==> src/rtl/core/swtp_div_step.sv <==
// ============================================================================
// swtp_div_step: one restoring long-division step
// Shifts one dividend bit into the remainder and subtracts the divisor if it
// fits, giving one quotient bit.
// ============================================================================
module swtp_div_step #(
    parameter int unsigned W = 10
) (
    input  logic [W-1:0] rem,
    input  logic         nb,
    input  logic [W-1:0] dvs,
    output logic [W-1:0] rem_out,
    output logic         qbit
);

    logic [W:0] trial;
    logic [W:0] diff;

    // Trial subtract of the shifted remainder
    always_comb
    begin
        trial   = {rem, nb};
        diff    = trial - {1'b0, dvs};
        qbit    = (trial >= {1'b0, dvs});
        rem_out = qbit ? diff[W-1:0] : trial[W-1:0];
    end

endmodule

==> config.mk <==
export PLATFORM = sky130hd
export DESIGN_NAME = swtp_div_step
export DESIGN_NICKNAME = d
export VERILOG_FILES = /design/src/rtl/core/swtp_div_step.sv
export SDC_FILE = /design/constraint.sdc
export NUM_CORES = 1
export LEC_CHECK = 0
export BUFFER_PORTS_ARGS = -buffer_cell sky130_fd_sc_hd__buf_2
export CORE_AREA = 5 5 42 44
export DETAILED_ROUTE_END_ITERATION = 16
export DIE_AREA = 0 0 47 49
export PLACE_DENSITY_LB_ADDON = 0.08
export REMOVE_ABC_BUFFERS = 1
export SETUP_SLACK_MARGIN = 0.1
export SYNTH_ARGS = -nofsm -noshare
export SYNTH_HDL_FRONTEND = slang
export SYNTH_SLANG_ARGS = --single-unit
==> constraint.sdc <==
create_clock -name vclk -period 2.55
set_input_delay 0.255 -clock vclk [all_inputs]
set_output_delay 0.255 -clock vclk [all_outputs]
set_load 0.01 [all_outputs]
==> results by group <==
Run status
  • Status: finished, final reports clean

Setup path
  • Critical path endpoint category: output pin
  • Slowest-stage cell, CP: ha_1
  • Max incr delay on CP: 0.38 ns
  • Worst EP required: 2.30 ns
  • Crit Path Category: input pin to output pin
  • Crit path top cell by count: buf_2
  • Critical path, cell by cell: buf_2, ha_1, a21oi_1, nand2_1, a211oi_4, o21a_4, inv_4, mux2_4, buf_2
  • Crit path buffers/inverters: 3
  • Crit-path max FO: 8
  • Cell family with most CP delay: compound AO/OA/AOI/OAI gates
  • CP arrival: 2.06 ns
  • Startpoint types: input pin

Final layout
  • Layout cells sized above 1: 46.3%
  • Layout Nets: 142
  • Fillers: 158
  • Final sequential cell count: 0
  • Most frequent cells in the layout: buf_2, inv_1, ha_1
  • Synth-to-Final Area Change: 33.9%
  • ANT cells: 0
  • Flip-flop and latch area: 0 µm²
  • Area taken by multi-input logic gates: 596 µm²
  • Most common cell after layout, fill and taps aside: buf_2
  • CLK BUF: 0
  • Util after Layout: 59.6%

Placed design
  • PortBufs: 32
  • Pre-CTS setup slack: 0.0686 ns
  • GPL Wtd Cong: 0.789
  • Post-DP HPWL: 1330 µm

Power and ir drop
  • VDD IR max: 0.000123 V
  • Leak pwr: 0.457 nW
  • PD cells: 295 mW/mm²

Timing
  • Max Slew Vio Count: 0
  • Sum Neg Setup Slack: 0 ns
  • Final worst setup slack: 0.235 ns
  • Worst-Margin Slew: 0.375 ns
  • Fin crit period: 2.32 ns
  • RSZ-0062 raised after global routing: no
  • Setup violations, final: 0
  • Fmax: 0.432 GHz
  • Tcrit/Tclk final: 90.8%
  • Relative slew margins: 75.0%
  • Fin. Hold Viols: 0

Global routing
  • Gr busiest metal: met2
  • Met1 Resource Use GR: 15.3%
  • Number of global-route vias before repair: 605
  • Initial antenna violation count: 0
  • First-pass GRT wire length: 2420 µm
  • M3 GR Usage: 0%
  • Met2 GRT Util: 26.2%
  • Largest net degree at the start of global routing: 9
  • GR Overflow Total: 0
  • Tot GR Track Use: 13.3%

Detailed routing
  • WL final: 1460 µm
  • Initial drt markers: 3
  • Via count: 645
  • Final ANT Viol Nets: 0
  • Router iterations before antenna repair: 3
  • Routed WL per cell: 11.8 µm
  • Drc violations: 0
  • Drt via density: 5.20

Synthesis
  • Yosys top cell area share: 20.1%
  • Yosys cell types: 31
  • Synth area leader: ha_1
  • Largest cells by area after synthesis: ha_1, mux2_4, inv_1
  • Yosys warnings: 0
  • Mux share of post-synthesis cell area: 20.3%
  • Synth Area in XOR/XNOR: 9.84%
  • Synth Area in Adders: 23.3%
  • Cell count after synthesis: 75
  • Syn_area_per_cell: 8.31 µm²
  • Mapped cell area: 623 µm²
  • Post-synthesis sequential area ratio: 0%
  • Compound-Gate Fraction of Synth Area: 24.9%
  • Largest family of logic cells by synthesized area: compound AO/OA/AOI/OAI gates
  • Synth Area in Simple Gates: 13.5%

Die
  • Initial core utilization: 44.5%
  • Total core area: 0.00140 mm²
  • DIE HEIGHT: 49 µm
  • I/O pins: 32
  • Die Span X: 47 µm
  • Row count: 14
  • Die area: 0.00230 mm²

Job
  • Maxcap violations: 0

Clock network
  • Total setup buffers inserted after CTS: 0
  • Cts hold-fix bufs: 0

Worst hold path
  • Min-delay worst type: input pin to output pin
==> cell usage after synthesis (2+ instances only) <==
cell,n
a21oi_1,5
o21ai_0,2
nor4_1,2
xor2_1,2
nor2_1,3
xnor2_1,5
ha_1,10
mux2_4,7
nand2_1,5
inv_1,12
a21o_1,2
==> cell type report <==
type / count / share of cell area (%)
Multi-Input combinational cell: 62 / 71.4
Tap cell: 16 / 2.40
Timing Repair Buffer: 33 / 20.1
Inverter: 13 / 6.15
==> kinds of logic after synthesis <==
| family | count (synthesis) |
|---|---|
| XOR/XNOR | 7 |
| AO/OA/AOI/OAI | 19 |
| multiplexers | 9 |
| AND/OR/NAND/NOR | 16 |
| adder cells (fa/ha/maj) | 11 |
| buffers and inverters | 13 |
==> per-stage QoR <==
step	power, mW	hold slack, ns	instances	instance area [µm²]
floorplan	0.170	0.645	75	623
global placement	0.238	0.838	124	811
detailed placement	0.243	0.843	124	811
CTS	0.246	0.844	124	817
global route	0.273	0.857	124	835
finish	0.246	0.840	124	835
==> report_power, final <==
group / switching, mW / leakage, nW / internal [mW]
sequential: 0 / 0 / 0
combinational: 0.117 / 0.457 / 0.129
clock: 0 / 0 / 0
==> per-layer routing <==
| metal | vias to the layer above | share of wire, % |
|---|---|---|
| met5 | - | 0 |
| met4 | 0 | 1.2 |
| met3 | 2 | 5.1 |
| met2 | 16 | 56 |
| met1 | 290 | 38 |
| li1 | 337 | - |
==> worst min-delay path, cell delays in order <==
cell	delay, ns
buf_2	0.09
mux2_4	0.12
buf_2	0.11
==> final timing paths <==
kind | startpoint | to | slack, ns | cells past startpoint
min | rem[7] | rem_out[8] | 0.84 | 3
max | rem[1] | rem_out[4] | 0.23 | 9
==> what timing repair did <==
action | in CTS | in global routing
gates resized for setup | 1 | 4
pin swaps | 0 | 4
endpoints found under the setup margin | 1 | 7
No activity file was read; power rests on OpenSTA's default activity.
