### src/rtl/core/swtp_pkg.sv
// ============================================================================
// swtp_pkg: shared types and constants for the swarm transition update
// Fixed-point constants, register indexes and pipeline stage records.
// ============================================================================
package swtp_pkg;

    localparam int unsigned AMP_W    = 17;     // Q1.16 amplitude, 1.0 included
    localparam int unsigned GAIN_W   = 16;     // Q4.12 gain
    localparam int unsigned POS_W    = 10;     // discrete position / range limit
    localparam int unsigned FRAC_W   = 16;     // quotient bits per long division
    localparam int unsigned DEN_W    = 18;     // normalizing sum width
    localparam int unsigned IDX_W    = 3;      // configuration register index

    localparam logic [AMP_W-1:0] ONE_Q16 = 17'h10000;

    // Configuration register indexes
    localparam logic [IDX_W-1:0] REG_INERTIA   = 3'd0;
    localparam logic [IDX_W-1:0] REG_COGNITIVE = 3'd1;
    localparam logic [IDX_W-1:0] REG_SOCIAL    = 3'd2;
    localparam logic [IDX_W-1:0] REG_STAY_AMP  = 3'd3;
    localparam logic [IDX_W-1:0] REG_STAY_PROB = 3'd4;

    // Record carried through the up-amplitude divider
    typedef struct packed {
        logic               zero;     // numerator not positive
        logic               sat;      // quotient reaches 1.0
        logic [POS_W-1:0]   rem;      // partial remainder, below the limit
        logic [FRAC_W-1:0]  num_lo;   // dividend bits still to shift in
        logic [FRAC_W-1:0]  quo;      // quotient bits so far
        logic [POS_W-1:0]   lim;      // divisor
        logic               last;
    } up_stage_t;

    // Record carried through the two probability dividers
    typedef struct packed {
        logic               dz;       // zero normalizing sum
        logic               fu;       // up amplitude equals the sum
        logic               fd;       // down amplitude equals the sum
        logic [DEN_W-1:0]   rem_u;
        logic [DEN_W-1:0]   rem_d;
        logic [FRAC_W-1:0]  quo_u;
        logic [FRAC_W-1:0]  quo_d;
        logic [DEN_W-1:0]   den;
        logic [AMP_W-1:0]   up;
        logic [AMP_W-1:0]   down;
        logic               last;
    } prob_stage_t;

endpackage

### src/rtl/core/swtp_front.sv
// ============================================================================
// swtp_front: gain products and scaled dividend for the up amplitude
// Three register stages: gain multiplies, limit multiply and pull sum, then
// the dividend floor(S/4096) with zero and saturation flags.
// ============================================================================
module swtp_front (
    input  logic                          clk,
    input  logic                          rst_n,
    input  logic                          adv,
    input  logic                          in_vld,
    input  logic [swtp_pkg::AMP_W-1:0]    old_up_amp,
    input  logic [swtp_pkg::POS_W-1:0]    current_position,
    input  logic [swtp_pkg::POS_W-1:0]    personal_best_position,
    input  logic [swtp_pkg::POS_W-1:0]    swarm_best_position,
    input  logic [swtp_pkg::POS_W-1:0]    range_limit,
    input  logic                          last_of_particle,
    input  logic [swtp_pkg::GAIN_W-1:0]   inertia_gain,
    input  logic [swtp_pkg::GAIN_W-1:0]   cognitive_gain,
    input  logic [swtp_pkg::GAIN_W-1:0]   social_gain,
    output logic                          out_vld,
    output swtp_pkg::up_stage_t           out_stage
);

    logic [2:0]          vld_reg;

    logic [32:0]         prod_io_reg, prod_io_next;
    logic signed [27:0]  cpull_reg, cpull_next;
    logic signed [27:0]  spull_reg, spull_next;
    logic [9:0]          lim1_reg, lim1_next;
    logic                last1_reg;

    logic [42:0]         a_reg, a_next;
    logic signed [28:0]  pull_reg, pull_next;
    logic [9:0]          lim2_reg;
    logic                last2_reg;

    swtp_pkg::up_stage_t st3_reg, st3_next;

    logic signed [27:0]  cog_s, soc_s, dpb_s, dgb_s;
    logic signed [33:0]  q1;

    // Stage 1: gain products
    always_comb
    begin
        lim1_next    = (range_limit == 10'd0) ? 10'd1 : range_limit;
        prod_io_next = 33'(inertia_gain) * 33'(old_up_amp);
        cog_s        = $signed({12'd0, cognitive_gain});
        soc_s        = $signed({12'd0, social_gain});
        dpb_s        = $signed({18'd0, personal_best_position})
                       - $signed({18'd0, current_position});
        dgb_s        = $signed({18'd0, swarm_best_position})
                       - $signed({18'd0, current_position});
        cpull_next   = cog_s * dpb_s;
        spull_next   = soc_s * dgb_s;
    end

    // Stage 2: scale inertia term by the limit, sum the pulls
    always_comb
    begin
        a_next    = 43'(prod_io_reg) * 43'(lim1_reg);
        pull_next = 29'(cpull_reg) + 29'(spull_reg);
    end

    // Stage 3: dividend floor(S/4096) and range flags
    always_comb
    begin
        q1 = $signed({3'd0, a_reg[42:12]}) + ($signed(34'(pull_reg)) <<< 4);
        st3_next.zero   = q1[33] || (q1 == 34'sd0);
        st3_next.sat    = (q1[32:0] >= {7'd0, lim2_reg, 16'd0});
        st3_next.rem    = q1[25:16];
        st3_next.num_lo = q1[15:0];
        st3_next.quo    = '0;
        st3_next.lim    = lim2_reg;
        st3_next.last   = last2_reg;
    end

    // Advance valid bits
    always_ff @(posedge clk or negedge rst_n)
    begin
        if (!rst_n)
        begin
            vld_reg <= '0;
        end
        else if (adv)
        begin
            vld_reg <= {vld_reg[1:0], in_vld};
        end
    end

    // Advance payload
    always_ff @(posedge clk)
    begin
        if (adv)
        begin
            prod_io_reg <= prod_io_next;
            cpull_reg   <= cpull_next;
            spull_reg   <= spull_next;
            lim1_reg    <= lim1_next;
            last1_reg   <= last_of_particle;
            a_reg       <= a_next;
            pull_reg    <= pull_next;
            lim2_reg    <= lim1_reg;
            last2_reg   <= last1_reg;
            st3_reg     <= st3_next;
        end
    end

    assign out_vld   = vld_reg[2];
    assign out_stage = st3_reg;

endmodule
### config.mk
export PLATFORM = sky130hd
export DESIGN_NAME = swtp_front
export DESIGN_NICKNAME = d
export VERILOG_FILES = /design/src/rtl/core/swtp_pkg.sv /design/src/rtl/core/swtp_front.sv
export SDC_FILE = /design/constraint.sdc
export NUM_CORES = 2
export LEC_CHECK = 0
export BUFFER_PORTS_ARGS = -buffer_cell sky130_fd_sc_hd__buf_2
export CORE_ASPECT_RATIO = 0.9
export CORE_MARGIN = 2
export CORE_UTILIZATION = 45
export DETAILED_ROUTE_END_ITERATION = 6
export GPL_TIMING_DRIVEN = 0
export PLACE_DENSITY = 0.65
export SYNTH_ARGS = -nofsm -noshare
export SYNTH_HDL_FRONTEND = slang
export SYNTH_SLANG_ARGS = --single-unit
### constraint.sdc
create_clock -name clk -period 8.2 [get_ports clk]
set_clock_uncertainty 0.2 [all_clocks]
set_input_delay 1.64 -clock clk [delete_from_list [all_inputs] [get_ports clk]]
set_output_delay 1.64 -clock clk [all_outputs]
set_load 0.02 [all_outputs]
==> summary.md <==
| Metric | Value |
|---|---|
| Max-cap viol count | 0 |
| Worst Path Arrival | 8.50 ns |
| CTS Sinks | 213 |
| Min Tclk post-route | 8.42 ns |
| Port Buffers | 140 |
| Fin area | 44600 um2 |
| Most frequent cell after synthesis | inv_1 |
| Num rows | 104 |
| RSZ-0062 raised after global routing | true |
| Worst-Margin Slew | 0.878 ns |
| Post-route worst setup slack | -0.224 ns |
| Initial antenna violation count | 5 |
| Largest stage delay, worst path | 0.55 ns |
| Setup violators final | 6 |
| Ranking of synthesized cells by area | fa_1 (35%), edfxtp_1 (16%), ha_1 (13%) |
| DR WL/cell | 17.0 um |
| First-pass GRT wire length | 158000 um |
| Netlist Area Pre-Place | 40400 um2 |
| Failing checks | setup timing |
| Core Box Area | 89300 um2 |
| Ys flop type | edfxtp_1 |
| Critical path's slowest cell | or4b_4 |
| Crit path capture type | flop |
| Initial DRC Count | 2244 |
| Area growth, synth to finish | 10.5% |
| RD Place Congestion | 0.913 |
| Synthesized area per cell | 9.44 um2 |
| Clock Root Buffer | clkbuf_16 |
| HPWL Detailed | 79700 um |
| IO Pins | 166 |
| Clock Path Buffers | 3 |
| Top post-synthesis cells by count | inv_1 (854), fa_1 (709), nand2_1 (586) |
| Layout cells sized above 1 | 9.37% |
| Final net count | 5747 |
| Global route total overflow | 0 |
| Multi-input logic area | 30800 um2 |
| Yosys cell types | 78 |
| Crit share post-route | 103% |
| Die width | 320 um |
| Relative slew slack | 41.4% |
| Num CTS Buffers | 24 |
| Fmax | 119 MHz |
| Largest net degree at the start of global routing | 127 |
| Worst hold path type | reg2reg |
| Final Max Slew Viols | 0 |
| Post-synth top area share | 35.1% |
| Post-Route WL | 96600 um |
| Status | finished, violations left |
| Ys async rst share | 1.41% |
| DIE AREA | 92200 um2 |
| Clk Latency, worst-skew pair | 0.54 ns |
| Largest register FFs | 39 |
| Seq cells post-synth | 213 |
| Gr usage total | 21.5% |
| Most common cell on crit path | fa_1 |
| # fillers | 8346 |
| Sequential cell area | 6380 um2 |
| Final Hold Fails | 0 |
| Die H | 288 um |
| Number of remaining DRC errors | 0 |
| Synthesized instance count | 4281 |
| CTS Hold Bufs | 0 |
| Critical Path Start Type | input port |
| DR pass1 iterations | 7 |
| Number of global-route vias before repair | 30100 |
| Worst setup path class | in2reg |
| CTS tree | yes |
| Worst-path clk slew | 0.06 ns |
| Total number of vias | 29500 |
| EDFF count, synth | 210 |
| Dpl cell area | 42900 um2 |
| H-tree Lvls | 1 |
| R2R Setup Slk | 0.89 ns |
| Via density | 5.19 |
| Sequential share of the synthesized area | 15.8% |
| CP max FO | 4 |
| Initial Utilization | 45.3% |
| Worst path required time | 8.28 ns |
| Area leader, netlist | fa_1 |
| Post-DRT Antenna Nets | 0 |
| Yosys Warn Count | 0 |
-- stage by stage --
stage	utilization, %	TNS, ns	hold WS, ns	setup WS (ns)	std cells
after floorplan	-	-0.171	0.200	-0.108	4296
after global placement	48.0	-22.93	0.206	-1.12	5602
after detailed placement	48.1	-24.24	0.221	-1.16	5603
after CTS	49.3	-0.310	0.231	-0.105	5663
after global routing	50.0	-3.57	0.260	-0.539	5683
final	50.0	-0.607	0.228	-0.224	5684
-- timing repair --
action,in CTS,in global routing
buffers inserted,18,26
resized for setup,65,138
gates cloned,0,0
endpoints found under the setup margin,24,27
pin swaps,38,65
-- logic make-up (layout without fill, tap and decap cells) --
family / after synthesis / count (layout) / synth area share, %
compound gates: 408 / 408 / 6.68
xor+xnor: 142 / 142 / 3.08
fa+ha+maj: 1137 / 1137 / 48.4
buf+inv: 1042 / 1262 / 9.83
flops: 213 / 213 / 15.8
mux: 7 / 7 / 0.183
other cells: 1 / 18 / 0.00928
simple gates: 1331 / 1331 / 16.1
-- placed cells by master, fill, tap and decap left out, types with 15 or more instances in the layout --
cell,count
o21a_1,22
nor2_1,121
o21ai_0,52
nor2b_1,68
conb_1,16
a21o_1,49
a21oi_1,106
nor3_1,32
and3_1,17
inv_1,845
clkbuf_16,27
edfxtp_1,210
xnor2_1,106
nand3_1,36
xor2_1,32
ha_4,16
nand2_1,583
o21bai_1,18
and2_1,357
clkbuf_1,136
clkbuf_2,19
buf_2,137
or3_1,15
fa_1,702
or2_2,15
ha_1,411
buf_4,56
-- cell type report --
cell class | instances | area share [%]
clock inverter | 14 | 0.247
buffer | 181 | 1.93
inverter | 854 | 7.22
sequential | 213 | 14.3
antenna | 2 | 0.0112
clock buffer | 28 | 1.43
timing repair buffer | 185 | 2.54
tap | 1166 | 3.27
multi-input combinational | 3041 | 69.1
-- path summary, 6_finish.rpt --
check	cells past startpoint	endpoint	start
worst min-delay path	0	last2_reg	last1_reg
worst max-delay path	32	spull_reg[26]	current_position[1]
min in group asynchronous	1	vld_reg[0]	rst_n
worst max register to register	19	a_reg[35]	lim1_reg[7]
worst min register to register	0	last2_reg	last1_reg
max in group asynchronous	1	vld_reg[1]	rst_n
-- critical path, delay by kind of cell --
kind                     cells  cell delay, ns
AO/OA/AOI/OAI               12            2.21
XOR/XNOR                     1            0.13
adder cells (fa/ha/maj)      7            3.01
buffers and inverters        6            0.41
AND/OR/NAND/NOR              6            1.10
-- layer usage --
metal | routed length [um] | vias up | track usage [%] | share of wire [%]
met4 | 2060 | 0 | 4.30 | 2.1
met3 | 6310 | 117 | 3.51 | 6.5
met2 | 44200 | 770 | 34.5 | 46
met1 | 44100 | 14900 | 31.0 | 46
li1 | - | 13700 | - | -
met5 | 0 | - | 0 | 0
Power is not shown: default switching activity piles up to over one toggle a cycle in this logic, so the estimate is an artifact.
